### config.mk
export PLATFORM = sky130hd
export DESIGN_NAME = pws_queue
export DESIGN_NICKNAME = d
export VERILOG_FILES = /design/src/rtl/core/pws_pkg.sv /design/src/rtl/core/pws_queue.sv
export SDC_FILE = /design/constraint.sdc
export NUM_CORES = 1
export LEC_CHECK = 0
export BUFFER_PORTS_ARGS = -buffer_cell sky130_fd_sc_hd__buf_2
export CAP_MARGIN = 20
export CORE_MARGIN = 1.5
export CORE_UTILIZATION = 45
export CTS_CLUSTER_SIZE = 14
export DETAILED_ROUTE_END_ITERATION = 7
export GPL_TIMING_DRIVEN = 0
export PLACE_DENSITY_LB_ADDON = 0.08
export RECOVER_POWER = 100
export SLEW_MARGIN = 20
export SYNTH_ARGS = -nofsm -noshare
export SYNTH_HDL_FRONTEND = slang
export SYNTH_SLANG_ARGS = --single-unit
### constraint.sdc
create_clock -name clk -period 5.2 [get_ports clk]
set_input_delay 0.52 -clock clk [delete_from_list [all_inputs] [get_ports clk]]
set_output_delay 0.52 -clock clk [all_outputs]
set_load 0.01 [all_outputs]
### src/rtl/core/pws_pkg.sv
`default_nettype none
// ----------------------------------------------------------------------------
// pws_pkg
// types, constants and table functions of the periodic waveform sample unit
// ----------------------------------------------------------------------------
package pws_pkg;

    localparam int TIME_W     = 24;
    localparam int PHASE_W    = 32;
    localparam int FREQ_W     = 32;
    localparam int PERIOD_W   = 24;
    localparam int HCOUNT_W   = 6;
    localparam int SAMPLE_W   = 16;
    localparam int CFG_ADDR_W = 8;
    localparam int CFG_DATA_W = 32;
    localparam int COEF_W     = 31;
    localparam int PROD_W     = SAMPLE_W + COEF_W + 1;
    localparam int ACC_W      = 60;
    localparam int DIV_W      = 27;
    localparam int SPAN_W     = 26;
    localparam int TRI_PROD_W = 59;

    localparam logic [63:0] HALF_PI_Q30      = 64'd1686629713;
    localparam longint      FOUR_OVER_PI_Q30 = 64'd1367130551;
    localparam longint      TWO_OVER_PI_Q30  = 64'd683565276;
    localparam logic [63:0] ONE_Q30          = 64'd1 << 30;

    typedef enum logic [1:0] {
        KIND_SINE,
        KIND_TRIANGLE,
        KIND_SQUARE,
        KIND_SAWTOOTH
    } wave_kind_t;

    typedef enum logic [CFG_ADDR_W-1:0] {
        REG_KIND   = 8'd0,
        REG_FREQ   = 8'd1,
        REG_PERIOD = 8'd2,
        REG_HCOUNT = 8'd3
    } cfg_reg_t;

    typedef enum logic [2:0] {
        ST_IDLE,
        ST_TRI_DIV,
        ST_TRI_MUL,
        ST_TRI_SUB,
        ST_SUM,
        ST_ROUND
    } back_state_t;

    typedef struct packed {
        wave_kind_t            kind;
        logic [FREQ_W-1:0]     freq_step;
        logic [PERIOD_W-1:0]   period_ticks;
        logic [HCOUNT_W-1:0]   harmonic_count;
    } cfg_t;

    typedef struct packed {
        wave_kind_t           kind;
        logic [TIME_W-1:0]    phase_time;
        logic [PHASE_W-1:0]   phi;
    } job_t;

    function automatic logic [63:0] sin_quarter_q30(logic [63:0] x);
        logic [63:0] x2;
        logic [63:0] h;
        x2 = (x * x) >> 30;
        h  = ONE_Q30;
        h  = ONE_Q30 - ((x2 * h) >> 30) / 64'd110;
        h  = ONE_Q30 - ((x2 * h) >> 30) / 64'd72;
        h  = ONE_Q30 - ((x2 * h) >> 30) / 64'd42;
        h  = ONE_Q30 - ((x2 * h) >> 30) / 64'd20;
        h  = ONE_Q30 - ((x2 * h) >> 30) / 64'd6;
        return (x * h) >> 30;
    endfunction

    function automatic logic [SAMPLE_W-1:0] sine_entry(int unsigned k, int unsigned bits);
        logic [63:0] quarter;
        logic [63:0] q;
        logic [63:0] r;
        logic [63:0] s;
        logic [63:0] v;
        quarter = 64'd1 << (bits - 2);
        q = 64'(k) >> (bits - 2);
        r = 64'(k) & (quarter - 64'd1);
        if (q[0])
            r = quarter - r;
        s = sin_quarter_q30((r * HALF_PI_Q30) >> (bits - 2));
        v = (s + (64'd1 << 14)) >> 15;
        if (v > 64'd32767)
            v = 64'd32767;
        if (q >= 64'd2)
            return SAMPLE_W'(64'd0 - v);
        return SAMPLE_W'(v);
    endfunction

endpackage
`default_nettype wire

### src/rtl/core/pws_queue.sv
`default_nettype none
// ----------------------------------------------------------------------------
// pws_queue
// two-entry request queue between front and back
// ----------------------------------------------------------------------------
module pws_queue
(
    input  wire logic             clk,
    input  wire logic             rst_n,
    input  wire logic             push,
    output logic                  push_ready,
    input  wire pws_pkg::job_t    push_job,
    output logic                  pop_valid,
    input  wire logic             pop,
    output pws_pkg::job_t         pop_job
);

    pws_pkg::job_t  entry_reg [2];
    logic           wr_ptr_reg;
    logic           wr_ptr_next;
    logic           rd_ptr_reg;
    logic           rd_ptr_next;
    logic [1:0]     count_reg;
    logic [1:0]     count_next;
    logic           do_push;
    logic           do_pop;

    assign push_ready = (count_reg != 2'd2);
    assign pop_valid  = (count_reg != 2'd0);
    assign pop_job    = entry_reg[rd_ptr_reg];
    assign do_push    = push && push_ready;
    assign do_pop     = pop && pop_valid;

    always_comb
    begin
        wr_ptr_next = do_push ? !wr_ptr_reg : wr_ptr_reg;
        rd_ptr_next = do_pop ? !rd_ptr_reg : rd_ptr_reg;
        count_next  = count_reg;
        if (do_push && !do_pop)
            count_next = count_reg + 2'd1;
        else if (!do_push && do_pop)
            count_next = count_reg - 2'd1;
    end

    always_ff @(posedge clk or negedge rst_n)
    begin
        if (!rst_n)
        begin
            wr_ptr_reg <= 1'b0;
            rd_ptr_reg <= 1'b0;
            count_reg  <= 2'd0;
        end
        else
        begin
            wr_ptr_reg <= wr_ptr_next;
            rd_ptr_reg <= rd_ptr_next;
            count_reg  <= count_next;
        end
    end

    always_ff @(posedge clk)
    begin
        if (do_push)
            entry_reg[wr_ptr_reg] <= push_job;
    end

endmodule
`default_nettype wire

Yosys cells after proc, flatten, opt, wreduce, memory -nomap -nowiden
Memory sizes are Yosys's and may differ from the RTL's. Cells that the tools add are included.

Add/sub/neg operators: 2. Equal/unequal tests: 1. Muxes and demuxes: 4. Reduce and logical (&&, ||, !) cells: 10.

Operators by type and width (count): $logic_and 1x1->1 (4); $logic_not 1->1 (4); $mux 2 (2); $reduce_bool 2->1 (2); $add 2x1->2 const B (1); $mux 1 (2); $ne 2x2->1 const B (1); $sub 2x1->2 const B (1).

Flip-flop bits (word level): 4. Bits in writable memories: 116. Input bits: 62. Memories kept: 1.

Memory list: entry_reg (depth 2, width 58, read ports 1, clocked after Yosys merged registers in 0, wr ports 1, RTL line pws_queue.sv:18) `pws_pkg::job_t entry_reg [2];`.

Depth between registers and ports, before layout
Depth in word-level cells: 6. Gate-level depth with buffers: 7. Depth with buffers taken out: 7.

Least setup slack after synthesis
Ideal clock, no wire load.

Kind: register to register. Start point: reg count_reg[0]. End point: mem entry_reg[0][0] in the netlist's numbering (enable). Setup time: 0.474 ns. Arrival: 3.128 ns. Required time: 4.726 ns. Path slack: 1.598 ns. Stages on the path, launching flop included: 4. Buffers on the path: 0. Cell sequence: dfrtp_1 > nand2b_1 > nand2_1 > nor2_1.

Word-level cells in the longest chain between the ends: 4.

Ends and longest elaborated chain: start: declaration (RTL line pws_queue.sv:23) `logic [1:0] count_reg;`; start signal: assignment (RTL line pws_queue.sv:57) `count_reg <= count_next;`; $ne 2x2->1 (RTL line pws_queue.sv:28) `assign push_ready = (count_reg != 2'd2);`; via push_ready (RTL line pws_queue.sv:11) `output logic push_ready,`; $logic_and 1x1->1 (RTL line pws_queue.sv:31) `assign do_push = push && push_ready;`; $mux 1 (RTL line pws_queue.sv:63) `if (do_push)`; $mux 1 (not written as such) (RTL line pws_queue.sv:64) `entry_reg[wr_ptr_reg] <= push_job;`; end: declaration (RTL line pws_queue.sv:18).

The timed path passes the listed nets, and every way through them passes these cells.

Final worst setup path
Start point: reg count_reg[0]. End point: mem entry_reg[0][5] in the netlist's numbering (enable).

Word-level cells in the longest chain between the ends: 4.

Ends and longest elaborated chain (RTL line): $ne 2x2->1 (pws_queue.sv:28); $logic_and 1x1->1 (pws_queue.sv:31); $mux 1 (pws_queue.sv:63); $mux 1 (not written as such) (pws_queue.sv:64).

No other way between the ends.

==> run_results.csv <==
group,metric,value,unit
status,status,"finished clean",
grt,groute.usage.overall,15.03,%
sta,slew-limit-headroom,7.223,%
setup_path,worstPathRequired,5.31,ns
synth,yosysUniqueCellTypes,16,
power_and_ir_drop,peakVddDrop,0.3373,mV
sta,period_share,61.89,%
route,drcViolationCount,0,
setup_path,cp_slowest_cell,"clkbuf_1",
place,io_buffers,121,
clocking,cts_root_buf,"clkbuf_8",
sta,fin_crit,3.218,ns
job,maxCapViolCount,0,
setup_path,path_max_fanout,16,
sta,rsz0062_at_grt,"false",
power_and_ir_drop,cellLeakagePower,1.994,nW
cells_and_area,fill_cells,834,
clocking,clk_latency,0.50,ns
synth,async_flop_share,3.333,%
cells_and_area,final_cell_mix,"edfxtp_1 (116), clkbuf_1 (76), buf_2 (58)",
sta,setup_viol,0,
die,core,9639,um^2
setup_path,critPathKind,"reg2reg",
clocking,cts_setup_buffers,0,
setup_path,crit_arrival,3.33,ns
sta,holdWs,0.2096,ns
power_and_ir_drop,powerDensity,585.2,nW/um^2
synth,ys.flop_type,"edfxtp_1",
die,die-area,10440,um^2
sta,worst_pin_slew,1.392,ns
synth,yosysWarnings,0,
place,dp.cells,457,
die,pin_count,122,
clocking,clkSlewWorstSetupHoldPaths,0.05,ns
die,dieHeight,102.2,um
sta,drv_slew,0,
clocking,cts_tree,"done",
cells_and_area,final_nets,407,
place,globalplace.congestion,0.6796,
cells_and_area,largest_register_ffs,116,
synth,syn_nets,262,
route,drtPass1Iterations,5,
place,dp_hpwl,5.011,mm
setup_path,slowest_delay,0.80,ns
cells_and_area,syn_to_final_growth,27.17,%
grt,antenna_found_initial,0,
setup_path,cp_common_cell,"clkbuf_1",
route,viasPerCell,4.646,
route,ant_nets,0,
synth,syn_area_per_cell,22.24,um^2
clocking,cts_max_level,4,
grt,grt_overflow,0,
clocking,cts_num_sinks,120,
grt,grt_pass1_vias,2337,
grt,grt_max_degree,32,
cells_and_area,drive_gt1_share,37.92,%
sta,setup_tns,0,ns
die,start_util,45.91,%
route,vias,2272,
route,avgRoutedWirePerCell,15.67,um
sta,finClkSkew,0.006551,ns
cells_and_area,antenna_cells,0,
grt,grt_pass1_wl,11.28,mm
clocking,cts_buffer_depth,2,
clocking,cts-resized-gates,0,
synth,yosysSeqAreaShare,80.97,%
clocking,cts_buffers,17,
route,drt-initial-drc-count,56,
synth,synth_edf_count,116,
cells_and_area,finalNonFillerCells,489,
synth,synth_cells,199,
sta,fmax,0.3107,GHz
setup_path,end_kind,"register",
route,drt-total-wl,7.661,mm
min_path,min_path_type,"in2reg",
synth,syn_area,4425,um^2
die,fp.dieW,102.2,um
synth,ys_seq_elements,120,
setup_path,cp_cell_sequence,"nand2b_1 > nand2_1 > nor2_1 > clkbuf_1 > clkbuf_1",
die,row_count,36,
setup_path,cp-start-kind,"register",
sta,finalHoldViolations,0,
cells_and_area,layout_commonest_cell,"edfxtp_1",
final timing paths:
kind / start / endpoint / slack [ns] / cells past startpoint
max reg2reg: count_reg[0] / entry_reg[0][5] / 1.98 / 5
min reg2reg: count_reg[1] / count_reg[1] / 0.50 / 1
min: push_job[29] / entry_reg[1][29] / 0.21 / 1
max: count_reg[0] / entry_reg[0][5] / 1.98 / 5
max in group asynchronous: rst_n / count_reg[1] / 4.63 / 2
min in group asynchronous: rst_n / wr_ptr_reg / 0.38 / 2
metal layers:
layer | vias up | track usage (%) | wire length (um)
met3 | 6 | 6.703 | 508
li1 | 1070 | - | -
met5 | - | 0 | 0
met4 | 0 | 6.006 | 53
met2 | 71 | 25.47 | 4001
met1 | 1125 | 16.60 | 3097
final cells by class:
type | instances | area, um^2 | area share (%)
tap | 133 | 166.4 | 2.957
sequential | 120 | 3583 | 63.67
clock inverter | 11 | 107.6 | 1.912
multi-input combinational | 71 | 747.0 | 13.27
timing repair buffer | 126 | 568.0 | 10.09
buffer | 7 | 26.28 | 0.4669
clock buffer | 20 | 425.4 | 7.559
inverter | 1 | 3.754 | 0.06670
cell usage after synthesis, types with 2 or more instances:
library cell	number	area (um^2)
dfrtp_1	4	100.1
mux2_2	48	540.5
buf_2	4	20.02
xor2_1	2	17.52
buf_6	2	22.52
xnor2_1	3	26.28
nor2_1	2	7.510
nand2_1	2	7.510
mux2_4	10	150.1
edfxtp_1	116	3483
critical path: cells and delay by family (launching register included):
kind,cells,cell delay [ns]
buffers and inverters,2,1.43
AND/OR/NAND/NOR,3,0.98
flip-flops,1,0.41
through the flow:
step	worst slack, ns	utilization [%]	cell area, um^2	power [mW]
after floorplan	1.598	-	4425	2.033
after global placement	0.04456	53.92	5197	2.383
after detailed placement	3.340	55.11	5313	2.441
after CTS	2.906	60.75	5856	3.498
after global routing	1.627	58.39	5628	3.460
final	1.982	58.39	5628	3.293
cell families after synthesis:
group / synth area share (%)
xor+xnor: 0.9897
fa+ha+maj: 0.2827
mux: 15.61
buf+inv: 1.385
flops: 80.97
simple gates: 0.7638
where the power goes:
group          switching, mW  internal (mW)
sequential            0.0495           1.33
combinational          0.506          0.366
clock                  0.374          0.669
what timing repair did:
action	CTS	global route
endpoints found under the hold margin	4	0
endpoints found under the setup margin	0	0
hold buffers	1	0
No activity file was read; power rests on OpenSTA's default activity.
