[src/rtl/core/pws_pkg.sv]
`default_nettype none
// ----------------------------------------------------------------------------
// pws_pkg
// types, constants and table functions of the periodic waveform sample unit
// ----------------------------------------------------------------------------
package pws_pkg;

    localparam int TIME_W     = 24;
    localparam int PHASE_W    = 32;
    localparam int FREQ_W     = 32;
    localparam int PERIOD_W   = 24;
    localparam int HCOUNT_W   = 6;
    localparam int SAMPLE_W   = 16;
    localparam int CFG_ADDR_W = 8;
    localparam int CFG_DATA_W = 32;
    localparam int COEF_W     = 31;
    localparam int PROD_W     = SAMPLE_W + COEF_W + 1;
    localparam int ACC_W      = 60;
    localparam int DIV_W      = 27;
    localparam int SPAN_W     = 26;
    localparam int TRI_PROD_W = 59;

    localparam logic [63:0] HALF_PI_Q30      = 64'd1686629713;
    localparam longint      FOUR_OVER_PI_Q30 = 64'd1367130551;
    localparam longint      TWO_OVER_PI_Q30  = 64'd683565276;
    localparam logic [63:0] ONE_Q30          = 64'd1 << 30;

    typedef enum logic [1:0] {
        KIND_SINE,
        KIND_TRIANGLE,
        KIND_SQUARE,
        KIND_SAWTOOTH
    } wave_kind_t;

    typedef enum logic [CFG_ADDR_W-1:0] {
        REG_KIND   = 8'd0,
        REG_FREQ   = 8'd1,
        REG_PERIOD = 8'd2,
        REG_HCOUNT = 8'd3
    } cfg_reg_t;

    typedef enum logic [2:0] {
        ST_IDLE,
        ST_TRI_DIV,
        ST_TRI_MUL,
        ST_TRI_SUB,
        ST_SUM,
        ST_ROUND
    } back_state_t;

    typedef struct packed {
        wave_kind_t            kind;
        logic [FREQ_W-1:0]     freq_step;
        logic [PERIOD_W-1:0]   period_ticks;
        logic [HCOUNT_W-1:0]   harmonic_count;
    } cfg_t;

    typedef struct packed {
        wave_kind_t           kind;
        logic [TIME_W-1:0]    phase_time;
        logic [PHASE_W-1:0]   phi;
    } job_t;

    function automatic logic [63:0] sin_quarter_q30(logic [63:0] x);
        logic [63:0] x2;
        logic [63:0] h;
        x2 = (x * x) >> 30;
        h  = ONE_Q30;
        h  = ONE_Q30 - ((x2 * h) >> 30) / 64'd110;
        h  = ONE_Q30 - ((x2 * h) >> 30) / 64'd72;
        h  = ONE_Q30 - ((x2 * h) >> 30) / 64'd42;
        h  = ONE_Q30 - ((x2 * h) >> 30) / 64'd20;
        h  = ONE_Q30 - ((x2 * h) >> 30) / 64'd6;
        return (x * h) >> 30;
    endfunction

    function automatic logic [SAMPLE_W-1:0] sine_entry(int unsigned k, int unsigned bits);
        logic [63:0] quarter;
        logic [63:0] q;
        logic [63:0] r;
        logic [63:0] s;
        logic [63:0] v;
        quarter = 64'd1 << (bits - 2);
        q = 64'(k) >> (bits - 2);
        r = 64'(k) & (quarter - 64'd1);
        if (q[0])
            r = quarter - r;
        s = sin_quarter_q30((r * HALF_PI_Q30) >> (bits - 2));
        v = (s + (64'd1 << 14)) >> 15;
        if (v > 64'd32767)
            v = 64'd32767;
        if (q >= 64'd2)
            return SAMPLE_W'(64'd0 - v);
        return SAMPLE_W'(v);
    endfunction

endpackage
`default_nettype wire

[src/rtl/core/pws_front.sv]
`default_nettype none
// ----------------------------------------------------------------------------
// pws_front
// accepts requests, computes the base phase and tags the waveform kind
// ----------------------------------------------------------------------------
module pws_front
(
    input  wire logic                          clk,
    input  wire logic                          rst_n,
    input  wire logic                          in_valid,
    output logic                               in_ready,
    input  wire logic [pws_pkg::TIME_W-1:0]    phase_time,
    input  wire pws_pkg::cfg_t                 cfg,
    output logic                               push,
    input  wire logic                          push_ready,
    output pws_pkg::job_t                      push_job
);

    logic                         t_valid_reg;
    logic                         t_valid_next;
    logic [pws_pkg::TIME_W-1:0]   t_reg;
    logic [pws_pkg::TIME_W-1:0]   t_next;
    logic [55:0]                  phi_full;

    assign in_ready = !t_valid_reg || push_ready;
    assign push     = t_valid_reg;
    assign phi_full = 56'(t_reg) * 56'(cfg.freq_step);

    always_comb
    begin
        push_job.kind       = cfg.kind;
        push_job.phase_time = t_reg;
        push_job.phi        = phi_full[pws_pkg::PHASE_W-1:0];
    end

    always_comb
    begin
        t_valid_next = t_valid_reg;
        t_next       = t_reg;
        if (push && push_ready)
            t_valid_next = 1'b0;
        if (in_valid && in_ready)
        begin
            t_valid_next = 1'b1;
            t_next       = phase_time;
        end
    end

    always_ff @(posedge clk or negedge rst_n)
    begin
        if (!rst_n)
            t_valid_reg <= 1'b0;
        else
            t_valid_reg <= t_valid_next;
    end

    always_ff @(posedge clk)
    begin
        t_reg <= t_next;
    end

endmodule
`default_nettype wire

[config.mk]
export PLATFORM = sky130hd
export DESIGN_NAME = pws_front
export DESIGN_NICKNAME = d
export VERILOG_FILES = /design/src/rtl/core/pws_pkg.sv /design/src/rtl/core/pws_front.sv
export SDC_FILE = /design/constraint.sdc
export NUM_CORES = 1
export LEC_CHECK = 0
export BUFFER_PORTS_ARGS = -buffer_cell sky130_fd_sc_hd__clkbuf_2
export CAP_MARGIN = 5
export CORE_ASPECT_RATIO = 2
export CORE_UTILIZATION = 35
export DETAILED_ROUTE_END_ITERATION = 10
export PLACE_DENSITY = 0.5
export SETUP_SLACK_MARGIN = 0.1
export SLEW_MARGIN = 20
export SYNTH_ARGS = -nofsm -noshare
export SYNTH_HDL_FRONTEND = slang
export SYNTH_SLANG_ARGS = --single-unit
export TNS_END_PERCENT = 20
[constraint.sdc]
create_clock -name clk -period 23.5 [get_ports clk]
set_input_delay 4.7 -clock clk [delete_from_list [all_inputs] [get_ports clk]]
set_output_delay 4.7 -clock clk [all_outputs]
set_load 0.05 [all_outputs]
# --- Yosys cells after proc, flatten, opt, wreduce, memory -nomap -nowiden ---
# Index checks and enable logic that the tools add are counted.
op_classes:
  reduce_logical: 5
  n_mul: 1
  n_mux: 2
ops:
  columns: ["cell", "n"]
  rows:
  - ["$mul A24 B32 Y32", 1]
  - ["$logic_and A1 B1 Y1", 2]
  - ["$mux W1", 2]
  - ["$reduce_bool A2 Y1", 1]
  - ["$logic_not A1 Y1", 1]
  - ["$logic_or A1 B1 Y1", 1]
totals:
  elab_cells: 10
  in_bits: 92
  out_inout_bits: 60
  reg_bits: 25

# --- Logic depth before layout (Yosys ltp) ---
# Gate-level depths: netlist of the first run.
depth:
  depth_word: 4
  ltp_mapped: 25
  mapped_depth_nobuf: 22

# --- Worst setup path after synthesis of the first run ---
# OpenSTA, ideal clock, no wires.
synth_timing:
  kind: "input port to output port"
  from: "in cfg[42] (netlist bit)"
  to: "out push_job[30] (netlist bit)"
  path_stages: 23
  required_time_ps: 18800
  path_slack_ps: 7829
  t_arrival_ps: 10971
  path_cell_list: "clkbuf_1 clkbuf_1 and2_1 fa_1 inv_1 fa_1 fa_1 fa_1 inv_1 fa_1 fa_1 inv_1 fa_1 inv_1 ha_1 buf_2 a21o_1 a21oi_1 o2111ai_1 o21ba_2 o31a_1 a31oi_1 xor2_1"
synth_lines:
  columns: ["item", "line", "text"]
  rows:
  - ["start: declaration", "pws_front.sv:13", "input wire pws_pkg::cfg_t cfg,"]
  - ["end: declaration", "pws_front.sv:16", "output pws_pkg::job_t push_job"]

==> results of run 1 <==
## critical path, delay by kind of cell
family / cells / cell delay, ps
fa+ha+maj: 8 / 3910
compound gates: 4 / 1380
buf+inv: 6 / 890
simple gates: 2 / 450
xor+xnor: 1 / 210
## routing by layer
metal	up-vias	wire (µm)	track usage
li1	4991	-	-
met1	5956	14800	0.200
met2	258	26800	0.432
met3	92	1170	0.00989
met4	0	2210	0.0945
met5	-	0	0
## cell usage after synthesis, types with 2 or more instances
library cell  number
inv_1            471
fa_1             389
and2_1           307
nand2_1          193
ha_1              91
clkbuf_1          75
xnor2_1           53
edfxtp_1          24
a21oi_1           19
nor2_1            16
xor2_1            13
a21o_1             9
o21a_1             9
o21ai_0            7
buf_2              6
nand2b_1           4
nand4_1            4
a211oi_1           3
a31oi_1            3
o21bai_1           3
a221oi_2           2
a31o_1             2
buf_4              2
nand3_1            2
nor2b_1            2
nor3_1             2
o2111ai_1          2
o21ai_1            2
o31ai_1            2
## how the worst max path moves through the flow
| stage | start | to | slack (ps) | depth (start not counted) |
|---|---|---|---|---|
| final | cfg[44] | push_job[31] | 7250 | 21 |
| after floorplan | cfg[42] | push_job[30] | 7830 | 23 |
| after CTS | cfg[44] | push_job[31] | 7150 | 22 |
| after detailed placement | cfg[44] | push_job[31] | 7150 | 22 |
| after global placement | cfg[44] | push_job[31] | 7170 | 22 |
| after global routing | cfg[44] | push_job[31] | 6910 | 21 |
## cell usage in the layout, fill, tap and decap left out, types with 4 or more instances in the layout
cell type	netlist	final
a21o_1	9	9
a21oi_1	19	19
and2_1	307	306
buf_4	2	10
clkbuf_2	0	117
edfxtp_1	24	24
fa_1	389	389
ha_1	91	91
inv_1	471	471
nand2_1	193	193
nand2b_1	4	4
nand4_1	4	4
nor2_1	16	16
o21a_1	9	9
o21ai_0	7	7
xnor2_1	53	53
xor2_1	13	13
## kinds of logic (layout without fill, tap and decap cells)
family,count (synthesis),after routing,synth area share
buf+inv,554,602,0.133
simple gates,533,533,0.179
fa+ha+maj,480,480,0.568
compound gates,73,73,0.0332
xor+xnor,68,68,0.0392
flops,25,25,0.0474
mux,1,1,0.000637
## metrics by stage
step                      worst slack [ps]  hold WS (ps)  instances  instance area (µm²)
after floorplan                       7830          1180       1734                15700
after global placement                7170           504       2333                16800
after detailed placement              7150           522       2333                16800
after CTS                             7150           540       2337                16800
after global routing                  6910           567       2337                16800
final                                 7250           533       2337                16800
## area by class of cell
type / instances / area [µm²]
clock buffer: 4 / 78.8
inverter: 471 / 1770
timing repair buffer: 127 / 661
fill: 4577 / 27500
tap: 555 / 694
sequential: 25 / 746
multi-input combinational: 1155 / 12900
==> impl_metrics.json, run 1 <==
{
  "synth_area_um2": 15700,
  "max_stage_delay_ps": 650,
  "outcome": "finished with violations",
  "worstMarginPinSlew_ps": 1170,
  "r2r_end": "t_reg[10]",
  "die_y_um": 302,
  "cp.arrival_ps": 11550,
  "ys_types": 46,
  "clock_path_buffers": 2,
  "cp-end-kind": "output pin",
  "startpoint_type": "input port",
  "rrSetupSlack_ps": 22060,
  "grt_setup_unrepaired": "false",
  "synthCells": 1734,
  "crit_chain": "clkbuf_2 > and2_1 > fa_1 > inv_1 > fa_1 > fa_1 > fa_1 > inv_1 > fa_1 > fa_1 > inv_1 > fa_1 > inv_1 > ha_1 > nand2_1 > o21a_1 > a221oi_2 > o2bb2ai_1 > o22ai_1 > xnor2_1 > clkbuf_2",
  "rows": 109,
  "first_global_vias": 12600,
  "avgSynthCellArea_um2": 9.07,
  "critPathMaxFanout": 18,
  "cts_root_buffer": "clkbuf_16",
  "syn_to_final_growth_pct": 7.05,
  "cts.clk_slew.worst_paths_ps": 70,
  "clock-skew-final_ps": 10.5,
  "h-tree-depth": 1,
  "gp_congestion": 0.816,
  "ctsResizeCount": 0,
  "drive_gt1_frac": 0.0780,
  "drc": 6,
  "hold_start": "push",
  "worst-endpoint-required_ps": 18800,
  "antenna_found_initial": 0,
  "grt_max_degree": 34,
  "setup-violations-final": 0,
  "vias": 11300,
  "grt_pass1_wl_um": 70400,
  "wl_per_cell_um": 19.2,
  "min_to": "push",
  "cts_num_sinks": 25,
  "largest_reg_flops": 24,
  "violations": "DRC",
  "fin_crit_sh": 0.692,
  "ys_seq_area_frac": 0.0474,
  "hold_viol": 0,
  "synth_edf_count": 24,
  "synth_warnings": 0,
  "slew_violations": 0,
  "drt-total-wl_um": 45000,
  "grt-ovfl-total": 0,
  "rr_worst_depth": 2,
  "fp.dieArea_um2": 45800,
  "min_period_ps": 16250,
  "fin_tns_setup_ps": 0,
  "slew_headroom": 0.217,
  "drtPass1Iterations": 8,
  "path_class": "input port to output pin",
  "antenna_cells": 0,
  "die-width_um": 152,
  "hold_buffers": 0,
  "synth_nets": 2306,
  "critPathSlowestCell": "a221oi_2",
  "hpwl_um": 36800,
  "io_buffers": 117,
  "ant_nets": 0,
  "rr_startpoint": "push",
  "cap_violations": 0,
  "synth-seq-cells": 25,
  "insertion_delay_ps": 280,
  "final_core_util": 0.380,
  "io_pins": 152,
  "synth_area_leader_cell": "fa_1",
  "max_freq_ghz": 0.0615,
  "nNetsFinal": 2355,
  "drt-initial-drc-count": 491,
  "yosys-top-cells-area": "fa_1 (50%), and2_1 (12%), inv_1 (11%)",
  "synth_flop_cell": "edfxtp_1",
  "cts_tree": "yes",
  "post_cts_buffers": 0,
  "numCtsBuffers": 3,
  "crit_top_cell": "fa_1",
  "hold_path_depth": 2,
  "start_util": 0.355,
  "core_um2": 44300,
  "async_flop_share": 0.0400,
  "track_usage": 0.205,
  "via_per_inst": 4.83,
  "synth_top_area_share": 0.495,
  "hp-class": "flip-flop to flip-flop"
}
Power of run 1 is left out: the tool's default activity adds up to more than one toggle a clock period on the data nets, which glitch-free logic cannot reach.
==> run 2, diff against run 1 <==
==> constraint.sdc (replaced) <==
create_clock -name clk -period 16.7 [get_ports clk]
set_input_delay 3.34 -clock clk [delete_from_list [all_inputs] [get_ports clk]]
set_output_delay 3.34 -clock clk [all_outputs]
set_load 0.05 [all_outputs]
==> run 2 against run 1 <==
Net effect:
- the flow still finishes with violations (DRC)
- clock skew barely moved
- highest routed layer unchanged
- via count up 0.15%
- wire length is 0.86% higher
- setup slack worse by 4100 ps
- critical endpoint unchanged
- flip-flop and latch count stayed put
- largest cell class unchanged
- first-iteration DRC count rose by 13%
- clock-buffer cell count is the same
- critical path depth grew 1
- final area hardly changed
==> impl_metrics.json, run 2 (synthesized netlist as in run 1, its figures left out) <==
{
  "outcome": "finished with violations",
  "violations": "DRC",
  "worstMarginPinSlew_ps": 1130,
  "final_common_cell": "inv_1",
  "fin_tns_setup_ps": 0,
  "final_cell_mix": "inv_1 (471), fa_1 (389), and2_1 (306)",
  "insertion_delay_ps": 280,
  "io_buffers": 117,
  "drt-total-wl_um": 45400,
  "io_pins": 152,
  "r2r_end": "t_reg[6]",
  "die_y_um": 302,
  "cts_root_buffer": "clkbuf_16",
  "die-width_um": 152,
  "grt_max_degree": 34,
  "startpoint_type": "input port",
  "core_um2": 44300,
  "critPathTopFamily": "adder cells",
  "crit_end": "push_job[31]",
  "hpwl_um": 37100,
  "largest_reg_flops": 24,
  "setup-violations-final": 0,
  "fp.dieArea_um2": 45800,
  "min_period_ps": 13560,
  "grt-ovfl-total": 0,
  "drtPass1Iterations": 7,
  "cp.depth": 22,
  "cts_tree": "yes",
  "rows": 109,
  "vias": 11300,
  "drive_gt1_frac": 0.0785,
  "ctsResizeCount": 0,
  "post_cts_buffers": 0,
  "grt_pass1_wl_um": 71600,
  "gp_congestion": 0.820,
  "cp-end-kind": "output pin",
  "cp.arrival_ps": 10220,
  "cap_violations": 0,
  "first_global_vias": 12900,
  "slew_violations": 0,
  "cts.clk_slew.worst_paths_ps": 70,
  "critPathMaxFanout": 18,
  "crit_top_cell": "fa_1",
  "fin_crit_sh": 0.812,
  "antenna_found_initial": 1,
  "h-tree-depth": 1,
  "drc": 12,
  "max_freq_ghz": 0.0738,
  "startpoint": "cfg[44]",
  "final_core_util": 0.380,
  "rrSetupSlack_ps": 15270,
  "slew_headroom": 0.243,
  "syn_to_final_growth_pct": 7.11,
  "wl_per_cell_um": 19.4,
  "rr_worst_depth": 2,
  "drt-initial-drc-count": 553,
  "clock_path_buffers": 2,
  "hold_buffers": 0,
  "critPathSlowestCell": "a221oi_2",
  "place_area_um2": 16800,
  "final_area_um2": 16800,
  "max_stage_delay_ps": 700,
  "cp_num_buf_inv": 6,
  "hold_viol": 0,
  "via_per_inst": 4.84,
  "path_class": "input port to output pin",
  "track_usage": 0.208,
  "ant_nets": 0,
  "cts_num_sinks": 25,
  "worst-endpoint-required_ps": 13360,
  "numCtsBuffers": 3,
  "crit_chain": "clkbuf_2 > and2_1 > fa_1 > inv_1 > fa_1 > fa_1 > inv_1 > fa_1 > ha_1 > fa_1 > inv_1 > fa_1 > inv_1 > ha_1 > nand4_1 > a211oi_2 > a21oi_2 > a221oi_2 > o2bb2ai_1 > o22ai_1 > xnor2_1 > clkbuf_2",
  "nNetsFinal": 2356,
  "rr_startpoint": "push",
  "hp-class": "flip-flop to flip-flop",
  "start_util": 0.355,
  "grt_setup_unrepaired": "false",
  "clock-skew-final_ps": 10.7
}
[run 2: layout make-up]
class                   instances  area (µm²)
diodes                          1        2.50
clock buffers                   4        78.8
fillers                      4560       27500
inverters                     471        1770
multi-input cells            1155       12900
flip-flops and latches         25         746
well taps                     555         694
repair buffers                128         668
[run 2: how the worst min path moves through the flow]
stage,endpoint,start,slack [ps],depth (start not counted)
6_report,push,push,530,2
5_1_grt,push,push,580,2
4_1_cts,push,push,540,2
3_5_place_dp,push,push,520,2
3_3_place_gp,push,push,500,2
2_1_floorplan,push,push,1180,2
[run 2: per-layer routing]
layer	wire (µm)	part of all wire	GRT usage	vias to the layer above
met5	0	0	0	-
met2	27300	0.60	0.439	257
li1	-	-	-	4992
met4	1970	0.043	0.0906	0
met1	14900	0.33	0.205	5976
met3	1200	0.026	0.0117	89
[run 2: metrics by stage]
stage	worst slack [ps]	hold WS (ps)	instances
detailed placement	3100	518	2334
global route	2830	582	2338
global placement	3080	504	2334
finish	3140	530	2339
CTS	3080	538	2338
floorplan	3750	1180	1734
[run 2: worst reg2reg max path, delay by kind of cell (launching register included)]
family,cells,cell delay (ps)
DFF,1,380
and+or+nand+nor,2,660
Power of run 2 is left out for the same reason.
